File: src/rtl/ovl_pkg.sv
package ovl_pkg;

	localparam int DATA_W = 32;
	localparam int DEFAULT_CAPACITY = 16;
	localparam int MODE_W = 2;
	localparam int STATUS_W = 2;
	localparam int COUNT_OUT_W = 5;

	// operation codes carried on tuser
	localparam logic [MODE_W-1:0] MODE_INSERT = 2'd0;
	localparam logic [MODE_W-1:0] MODE_DELETE = 2'd1;
	localparam logic [MODE_W-1:0] MODE_SEARCH = 2'd2;

	// result status codes
	localparam logic [STATUS_W-1:0] ST_OK        = 2'd0;
	localparam logic [STATUS_W-1:0] ST_NOT_FOUND = 2'd1;
	localparam logic [STATUS_W-1:0] ST_FULL      = 2'd2;

	// per-cycle commands broadcast to every cell
	typedef struct packed {
		logic shift_in;   // insert: each cell takes its upper neighbour's entry, the head takes the value
		logic close_gap;  // delete: cells at or past the first hit take the lower neighbour's
	} cell_ctl_t;

endpackage

File: src/rtl/ovl_cell.sv
module ovl_cell
	import ovl_pkg::*;
#(
	parameter int CAPACITY = DEFAULT_CAPACITY,
	parameter int INDEX = 0,
	localparam int CNT_W = $clog2(CAPACITY + 1)
) (
	input  logic                     clk,
	input  cell_ctl_t                ctl,
	input  logic signed [DATA_W-1:0] value,
	input  logic [CNT_W-1:0]         count,
	input  logic signed [DATA_W-1:0] prev_entry,
	input  logic signed [DATA_W-1:0] next_entry,
	input  logic                     hit_in,
	output logic                     hit_out,
	output logic signed [DATA_W-1:0] entry
);

	localparam logic [CNT_W-1:0] IDX = CNT_W'(INDEX);

	logic signed [DATA_W-1:0] entry_q;
	logic                     active;
	logic                     hit;

	// compare own entry and pass the running hit flag towards the tail
	assign active  = IDX < count;
	assign hit     = active && (entry_q == value);
	assign hit_out = hit_in | hit;
	assign entry   = entry_q;

	// shift towards the tail on insert, close the gap on delete
	always_ff @(posedge clk) begin
		if (ctl.shift_in) begin
			entry_q <= (INDEX == 0) ? value : prev_entry;
		end else if (ctl.close_gap && hit_out) begin
			entry_q <= next_entry;
		end
	end

endmodule

File: src/rtl/ordered_value_list.sv
// Ordered list of signed 32-bit values held in a chain of CAPACITY cells, entry 0
// at the head. A word on s_tdata (value) with s_tuser (operation) inserts at the
// head, deletes the first matching entry or searches for it; every word gives one
// result word on m_tdata with the found flag, a status (ok, not found, full) and
// the count after the operation. One operation is taken every cycle while results are
// taken (m_tready), and its result appears on the next cycle; the clock period is set
// by the compare and the first-hit chain that runs through all cells. Entry storage has
// no reset: only entries below the held count are ever compared.
module ordered_value_list
	import ovl_pkg::*;
#(
	parameter int CAPACITY = DEFAULT_CAPACITY
) (
	input  logic        clk,
	input  logic        arst_n,
	input  logic        s_tvalid,
	output logic        s_tready,
	input  logic [31:0] s_tdata,   // [31:0] value
	input  logic [1:0]  s_tuser,   // [1:0] mode
	output logic        m_tvalid,
	input  logic        m_tready,
	output logic [7:0]  m_tdata    // [0] found, [2:1] status, [7:3] entry_count
);

	localparam int CNT_W = $clog2(CAPACITY + 1);
	localparam logic [CNT_W-1:0] CAP_CNT = CNT_W'(CAPACITY);

	logic [CNT_W-1:0]          count_q;
	logic                      m_tvalid_q;
	logic [7:0]                m_tdata_q;
	logic                      accept;
	logic signed [DATA_W-1:0]  value;
	logic [MODE_W-1:0]         mode;
	logic                      full;
	logic                      found;
	cell_ctl_t                 ctl;
	logic [CAPACITY:0]         hit_chain;
	logic signed [DATA_W-1:0]  entries [CAPACITY];
	logic [STATUS_W-1:0]       status;
	logic [CNT_W-1:0]          count_next;
	logic [CNT_W+COUNT_OUT_W-1:0] count_ext;

	assign accept   = s_tvalid && s_tready;
	assign s_tready = !m_tvalid_q || m_tready;
	assign value    = signed'(s_tdata);
	assign mode     = s_tuser;
	assign full     = count_q == CAP_CNT;
	assign found    = hit_chain[CAPACITY];
	assign hit_chain[0] = 1'b0;

	// decode the operation into cell commands
	always_comb begin
		ctl.shift_in  = accept && (mode == MODE_INSERT) && !full;
		ctl.close_gap = accept && (mode == MODE_DELETE) && found;
	end

	// chain of cells, head first
	for (genvar i = 0; i < CAPACITY; i++) begin : g_cell
		logic signed [DATA_W-1:0] prev_e;
		logic signed [DATA_W-1:0] next_e;
		if (i == 0) begin : g_head
			assign prev_e = value;
		end else begin : g_body
			assign prev_e = entries[i-1];
		end
		if (i == CAPACITY - 1) begin : g_tail
			assign next_e = entries[i];
		end else begin : g_mid
			assign next_e = entries[i+1];
		end
		ovl_cell #(
			.CAPACITY(CAPACITY),
			.INDEX(i)
		) u_cell (
			.clk(clk),
			.ctl(ctl),
			.value(value),
			.count(count_q),
			.prev_entry(prev_e),
			.next_entry(next_e),
			.hit_in(hit_chain[i]),
			.hit_out(hit_chain[i+1]),
			.entry(entries[i])
		);
	end

	// work out status and the count after this word
	always_comb begin
		count_next = count_q;
		unique case (mode)
			MODE_INSERT: begin
				if (full) begin
					status = ST_FULL;
				end else begin
					status = ST_OK;
					count_next = count_q + CNT_W'(1);
				end
			end
			MODE_DELETE: begin
				if (found) begin
					status = ST_OK;
					count_next = count_q - CNT_W'(1);
				end else begin
					status = ST_NOT_FOUND;
				end
			end
			default: status = found ? ST_OK : ST_NOT_FOUND;
		endcase
		count_ext = {{COUNT_OUT_W{1'b0}}, count_next};
	end

	// hold the count and the result word
	always_ff @(posedge clk or negedge arst_n) begin
		if (!arst_n) begin
			count_q    <= '0;
			m_tvalid_q <= 1'b0;
		end else begin
			if (accept) begin
				count_q    <= count_next;
				m_tvalid_q <= 1'b1;
			end else if (m_tready) begin
				m_tvalid_q <= 1'b0;
			end
		end
	end

	always_ff @(posedge clk) begin
		if (accept) begin
			m_tdata_q <= {count_ext[COUNT_OUT_W-1:0], status, found};
		end
	end

	assign m_tvalid = m_tvalid_q;
	assign m_tdata  = m_tdata_q;

	// count never runs past the capacity
	a_count_bound: assert property (@(posedge clk) disable iff (!arst_n)
		count_q <= CAP_CNT)
		else $error("held count beyond capacity");

	// a full result is only shown while the list is full
	a_full_status: assert property (@(posedge clk) disable iff (!arst_n)
		m_tvalid && (m_tdata[2:1] == ST_FULL) |-> full)
		else $error("full status with room left");

	// not found never comes with the found flag
	a_not_found: assert property (@(posedge clk) disable iff (!arst_n)
		m_tvalid && (m_tdata[2:1] == ST_NOT_FOUND) |-> !m_tdata[0])
		else $error("not found reported with found flag");

	// a successful delete drops the count by one
	a_delete_count: assert property (@(posedge clk) disable iff (!arst_n)
		ctl.close_gap |=> count_q == $past(count_q) - CNT_W'(1))
		else $error("delete did not drop the count");

	// an accepted insert into a list with room grows it by one
	a_insert_count: assert property (@(posedge clk) disable iff (!arst_n)
		ctl.shift_in |=> count_q == $past(count_q) + CNT_W'(1))
		else $error("insert did not grow the count");

endmodule
File: config.mk
export PLATFORM = sky130hd
export DESIGN_NAME = ordered_value_list
export DESIGN_NICKNAME = d
export VERILOG_FILES = /design/src/rtl/ovl_pkg.sv /design/src/rtl/ovl_cell.sv /design/src/rtl/ordered_value_list.sv
export SDC_FILE = /design/constraint.sdc
export NUM_CORES = 2
export LEC_CHECK = 0
export ABC_AREA = 1
export BUFFER_PORTS_ARGS = -buffer_cell sky130_fd_sc_hd__clkbuf_2
export CORE_UTILIZATION = 58
export CTS_CLUSTER_DIAMETER = 150
export DETAILED_ROUTE_END_ITERATION = 10
export MAX_ROUTING_LAYER = met4
export PLACE_DENSITY = 0.74
export SLEW_MARGIN = 20
export SYNTH_ARGS = -nofsm -noshare
export SYNTH_HDL_FRONTEND = slang
export SYNTH_SLANG_ARGS = --single-unit
export TNS_END_PERCENT = 20
File: constraint.sdc
create_clock -name clk -period 14.8 [get_ports clk]
set_clock_uncertainty 0.05 [all_clocks]
set_input_delay 2.96 -clock clk [delete_from_list [all_inputs] [get_ports clk]]
set_output_delay 2.96 -clock clk [all_outputs]
set_load 0.02 [all_outputs]
# After elaboration in Yosys (flattened, before gate mapping)
# Cells that the tools add are included.
word_totals:
  elab_cells: 164
  input_bits: 38
  regBits: 526
op_classes:
  bitwise_logic: 15
  muxes: 38
  eq_ne: 18
  reduce_logical: 56
  add_sub_neg: 2
  order_cmp: 16
ops:
  columns: ["op", "n"]
  rows:
  - ["$mux 32", 30]
  - ["$eq 32x32->1", 16]
  - ["$lt 4x5->1 const A", 8]
  - ["$logic_and 1x1->1", 36]
  - ["$reduce_bool 2->1", 16]
  - ["$lt 3x5->1 const A", 4]
  - ["$or 1x1->1", 15]
  - ["$lt 1x5->1 const A", 2]
  - ["$lt 2x5->1 const A", 2]
  - ["$mux 5", 2]
  - ["$pmux 5 s2", 1]
  - ["$add 5x1->5 const B", 1]
  - ["$eq 5x5->1 const B", 1]
  - ["$sub 5x1->5 const B", 1]
  - ["$mux 2", 2]
  - ["$mux 1", 3]
  - ["$eq 2x1->1 const B", 1]
  - ["$logic_not 1->1", 2]
  - ["$logic_not 2->1", 1]
  - ["$logic_or 1x1->1", 1]

# Logic depth before layout (Yosys ltp)
logic_depth:
  word_depth: 21
  mapped_depth: 25

# Modules after synthesis
# A second synthesis with hierarchy kept.
unflattened:
  hier_cells: 3919
  area_unflattened_um2: 30730.7
by_module_without_submodules:
  columns: ["mod", "instances", "seq_area_each_um2", "cells_per_inst", "area_per_inst_um2"]
  rows:
  - ["ovl_cell at g_cell[10].u_cell", 1, 960.9, 289, 1990.7]
  - ["ovl_cell at g_cell[7].u_cell", 1, 960.9, 266, 1930.6]
  - ["ovl_cell at g_cell[15].u_cell", 1, 960.9, 265, 1926.8]
  - ["ovl_cell at g_cell[1].u_cell", 1, 960.9, 243, 1899.3]
  - ["ovl_cell at g_cell[11].u_cell", 1, 960.9, 243, 1883.1]
  - ["ovl_cell at g_cell[14].u_cell", 1, 960.9, 242, 1876.8]
  - ["ovl_cell at g_cell[2].u_cell", 1, 960.9, 239, 1868.0]
  - ["ovl_cell at g_cell[13].u_cell", 1, 960.9, 235, 1859.3]
  - ["ovl_cell at g_cell[6].u_cell", 1, 960.9, 230, 1848.0]
  - ["ovl_cell at g_cell[9].u_cell", 1, 960.9, 230, 1846.8]
  - ["ovl_cell at g_cell[12].u_cell", 1, 960.9, 229, 1845.5]
  - ["ovl_cell at g_cell[5].u_cell", 1, 960.9, 224, 1844.3]
  - ["ovl_cell at g_cell[4].u_cell", 1, 960.9, 227, 1839.3]
  - ["ovl_cell at g_cell[3].u_cell", 1, 960.9, 223, 1836.8]
  - ["+3 rows", null, null, null, null]

# Least setup slack after synthesis
# No wires, ideal clock.
synth_timing:
  kind: "input port to flip-flop"
  startpoint: "input s_tdata[26]"
  endpoint: "register g_cell[13].u_cell.entry_q[0] (enable)"
  setup_slack_ns: 7.265
  cell_stages: 13
  t_arrival_ns: 7.020
  n_path_buf: 2
  required_ns: 14.284
  path_cell_list: "buf_4 -> buf_2 -> xnor2_1 -> inv_1 -> a211oi_1 -> o2111ai_1 -> nor4_1 -> nand4_1 -> nor3_1 -> nor2_4 -> nand3_4 -> nand3_1 -> o21ai_0"
synth_between:
  elab_chain_cells: 20
  elab_cells_between_ends: 50
  classes_between: "eq/ne (16); bitwise (15); reduce/logical (19)"
synth_rtl:
  columns: ["item", "line_no", "text"]
  rows:
  - ["start: declaration", "ordered_value_list.sv:18", "input logic [31:0] s_tdata,"]
  - ["$eq 32x32->1", "ovl_cell.sv:27", "assign hit = active && (entry_q == value);"]
  - ["$logic_and 1x1->1", "ovl_cell.sv:27", null]
  - ["$or 1x1->1 (14 in a row)", "ovl_cell.sv:28", "assign hit_out = hit_in | hit;"]
  - ["$or 1x1->1 *", "ovl_cell.sv:28", null]
  - ["named net found", "ordered_value_list.sv:35", "logic found;"]
  - ["$logic_and 1x1->1 *", "ordered_value_list.sv:54", "ctl.close_gap = accept && (mode == MODE_DELETE) && found;"]
  - ["$logic_and 1x1->1 *", "ovl_cell.sv:35", "end else if (ctl.close_gap && hit_out) begin"]
  - ["$reduce_bool 2->1 (no line) *", null, null]
  - ["end signal: assignment", "ovl_cell.sv:34", "entry_q <= (INDEX == 0) ? value : prev_entry;"]
  - ["end signal: assignment", "ovl_cell.sv:36", "entry_q <= next_entry;"]
  - ["end: declaration", "ovl_cell.sv:21", "logic signed [DATA_W-1:0] entry_q;"]
# Mark *: on every way through the listed nets, which the timed path passes. The rest lies on a longest branch.
# A chain may end at the register's enable or synchronous reset.

# Worst setup path in the final report
layout_timing:
  startpoint: "input s_tdata[22]"
  endpoint: "register g_cell[0].u_cell.entry_q[14] (enable)"
layout_between:
  elab_chain_cells: 20
  elab_cells_between_ends: 50
  classes_between: "eq/ne (16); bitwise (15); reduce/logical (19)"
layout_rtl:
  columns: ["item", "line_no"]
  rows:
  - ["$eq 32x32->1", "ovl_cell.sv:27"]
  - ["$logic_and 1x1->1", "ovl_cell.sv:27"]
  - ["$or 1x1->1 (14 in a row)", "ovl_cell.sv:28"]
  - ["$or 1x1->1 *", "ovl_cell.sv:28"]
  - ["named net found", "ordered_value_list.sv:35"]
  - ["$logic_and 1x1->1 *", "ordered_value_list.sv:54"]
  - ["$logic_and 1x1->1 *", "ovl_cell.sv:35"]
  - ["$reduce_bool 2->1 (no line) *", null]
  - ["end signal: assignment", "ovl_cell.sv:34"]
  - ["end signal: assignment", "ovl_cell.sv:36"]
  - ["end: declaration", "ovl_cell.sv:21"]
# Marked as above.

==> results.json <==
{
  "grt_pass1_wl_um": 190000,
  "dr_total_vias": 29254,
  "outcome": "finished with violations",
  "hold_buffers": 0,
  "vias_per_cell": 6.54,
  "synth_edf_count": 520,
  "h-tree-depth": 2,
  "area_growth_pct": 8.06,
  "tritoncts": "yes",
  "synth_top_area_cell": "edfxtp_1",
  "finalMaxSlewViolations": 0,
  "syn-cell-area_um2": 31300,
  "sw_frac_of_total_pct": 29.9,
  "port_buffers": 47,
  "final_util_pct": 63.9,
  "maxCapViolCount": 0,
  "die_h_um": 234,
  "globalplace.congestion": 1.09,
  "clock_latency_ns": 0.65,
  "drt-total-wl_um": 138000,
  "violations": "DRC",
  "clk_pin_slew_ns": 0.06,
  "p_leak_uw": 0.0134,
  "path_class": "in -> reg",
  "antenna_left": 0,
  "min_period_ns": 7.66,
  "grt-ovfl-total": 0,
  "grt_usage_pct": 51.5,
  "cts_resized": 0,
  "pin_count": 48,
  "dp_hpwl_um": 98900,
  "rsz0062_at_grt": "no",
  "setup_tns_ns": 0,
  "worstPathArrival_ns": 7.88,
  "die_x_um": 234,
  "dr.pass1.iters": 11,
  "avgSynthCellArea_um2": 8.31,
  "antenna_found_initial": 2,
  "clockRootBuffer": "clkbuf_16",
  "netlist-cell-type-count": 47,
  "grt_pass1_vias": 26871,
  "ys.flop_type": "edfxtp_1",
  "power_density_nw_per_um2": 113,
  "synth_fp_nets": 3804,
  "p_switching_uw": 1140,
  "worstSetupStartpointType": "primary input",
  "syn_inst": 3762,
  "hp-class": "reg -> reg",
  "p_int_uw": 2680,
  "drc": 14,
  "cp_max_fo": 32,
  "placementRows": 84,
  "drive_gt1_share_pct": 6.32,
  "final.period_utilization_pct": 51.7,
  "drtIter0Drc": 6007,
  "hold_viol_final": 0,
  "wl_per_cell_um": 30.7,
  "cts_num_sinks": 526,
  "yosysSeqAreaShare_pct": 50.4,
  "finalSetupViolCount": 0,
  "worstPathCellList": "clkbuf_2 > inv_2 > nand2_1 > nand2_1 > nor2_1 > nand2_1 > nor2_1 > nand3_1 > nor2_2 > nor2_4 > nand4_2 > nor2_4 > nand4_2 > nor2_2 > nand4_2 > nor2_4 > nand3_4 > nand3_1 > inv_2 > nand2_1 > nand2_1 > buf_4",
  "nets": 3774,
  "start_util_pct": 59.1,
  "peakVddDrop_mv": 0.0943,
  "critPathMaxStageDelay_ns": 0.80,
  "synthArstFlopShare_pct": 1.14,
  "endpoint_kind": "flip-flop",
  "power.total_uw": 3830,
  "synth.area.top_cells": "edfxtp_1 (50%), nand2_1 (17%), xnor2_1 (8.2%), o21ai_0 (5.7%), inv_1 (3.2%)",
  "crit_buf_inv": 4,
  "ys_ff_latch": 526,
  "core_um2": 52900,
  "clk_path_buf_depth": 3,
  "cts_inserted_buffers": 57,
  "path_delay_family": "simple AND/OR/NAND/NOR gates",
  "worst_pin_slew_ns": 1.32,
  "ys_warn_count": 0,
  "power_frac_seq_pct": 46.8,
  "path_common_cell": "nand2_1",
  "slowest_stage": "clkbuf_2",
  "fmaxAchievable_ghz": 0.131,
  "slew_headroom_pct": 11.0,
  "grt_max_degree": 232,
  "dieArea_um2": 54800,
  "clkPwrFrac_pct": 38.0,
  "critPathRequiredTime_ns": 15.02,
  "synth_top_area_share_pct": 50.0,
  "combPwrFrac_pct": 15.2,
  "postCtsSetupBuffers": 0
}
[final timing paths]
check,startpoint,endpoint,slack [ns],depth (start not counted)
worst min-delay path,g_cell[14].u_cell.entry[27],g_cell[15].u_cell.entry[27],0.44,0
worst max register to register,count_q[3],g_cell[0].u_cell.entry[14],9.30,14
min in group asynchronous,arst_n,m_tvalid,2.10,1
worst max-delay path,s_tdata[22],g_cell[0].u_cell.entry[14],7.14,22
worst min register to register,g_cell[14].u_cell.entry[27],g_cell[15].u_cell.entry[27],0.44,0
max in group asynchronous,arst_n,count_q[1],12.43,1
[registers in the layout, indices dropped and copies added (netlist names)]
register             count
g_cell.u_cell.entry    512
m_tdata                  8
count_q                  5
m_tvalid                 1
[power by group through the flow]
stage	combinational (µW)	clock, µW	sequential [µW]
after floorplan	358	0	1780
after detailed placement	546	0	1810
after global placement	542	0	1810
after CTS	549	1440	1780
after global routing	605	1500	1790
final	582	1460	1790
[routing by layer]
layer  part of all wire (%)  vias up  global-route usage (%)
met5                      0        -                       -
met4                    7.5        0                    31.6
met1                     36    13437                    67.3
met3                     17      579                    18.1
li1                       -    12469                       -
met2                     39     2769                    67.8
[synthesized netlist by cell type (2+ instances only)]
| library cell | count |
|---|---|
| a21oi_1 | 3 |
| and3_1 | 7 |
| buf_1 | 3 |
| buf_2 | 49 |
| buf_4 | 19 |
| buf_6 | 5 |
| clkbuf_1 | 105 |
| dfrtp_1 | 6 |
| edfxtp_1 | 520 |
| ha_1 | 4 |
| inv_1 | 267 |
| inv_2 | 31 |
| nand2_1 | 1397 |
| nand3_1 | 135 |
| nand3_2 | 2 |
| nand3b_1 | 10 |
| nand4_1 | 159 |
| nand4_2 | 3 |
| nor2_1 | 218 |
| nor2_2 | 4 |
| nor2_4 | 4 |
| nor3_1 | 33 |
| nor3b_1 | 9 |
| nor4_1 | 53 |
| nor4b_1 | 8 |
| o2111ai_1 | 7 |
| o21ai_0 | 353 |
| o21ai_1 | 4 |
| o22ai_1 | 5 |
| or2_1 | 2 |
| or2_2 | 5 |
| or3_1 | 3 |
| or4_1 | 2 |
| xnor2_1 | 291 |
| xor2_1 | 24 |
[layout make-up]
| class | count | area [µm²] |
|---|---|---|
| Clock inverter | 35 | 343 |
| Fill cell | 4686 | 19100 |
| Tap cell | 688 | 861 |
| Sequential cell | 526 | 15800 |
| Timing Repair Buffer | 92 | 606 |
| Multi-Input combinational cell | 2757 | 13600 |
| Clock buffer | 72 | 1490 |
| Inverter | 298 | 1130 |
| Antenna cell | 6 | 15.0 |
[stage by stage]
step	hold slack (ns)	cell area, µm²	setup slack, ns	instances
floorplan	0.400	31300	7.26	3762
global placement	0.407	31900	6.69	4360
detailed placement	0.420	31900	6.88	4361
CTS	0.434	33800	7.54	4468
global route	0.450	33800	7.25	4472
finish	0.438	33800	7.14	4474
[layout by cell type (no fill, tap or decap), drive strengths merged, types with 2 or more instances in the layout]
cell,count
clkinvlp,2
clkbuf,119
or3,3
nor3,33
or4,2
a21oi,3
xnor2,291
and3,7
nor2,227
nor4,53
nand3b,10
nand3,138
or2,7
nor4b,8
bufinv,6
diode,6
ha,4
nand4,162
clkinv,24
o21ai,358
inv,301
buf,45
dfrtp,6
nor3b,9
edfxtp,520
nand2,1398
xor2,24
o22ai,5
o2111ai,7
[cells by family after synthesis]
logic type / after synthesis / share of synthesized area [%]
compound gates: 379 / 6.28
xor+xnor: 315 / 8.83
fa+ha+maj: 4 / 0.160
buf+inv: 479 / 6.30
flops: 526 / 50.4
simple gates: 2059 / 28.0
Power figures use the tool's default switching activity.
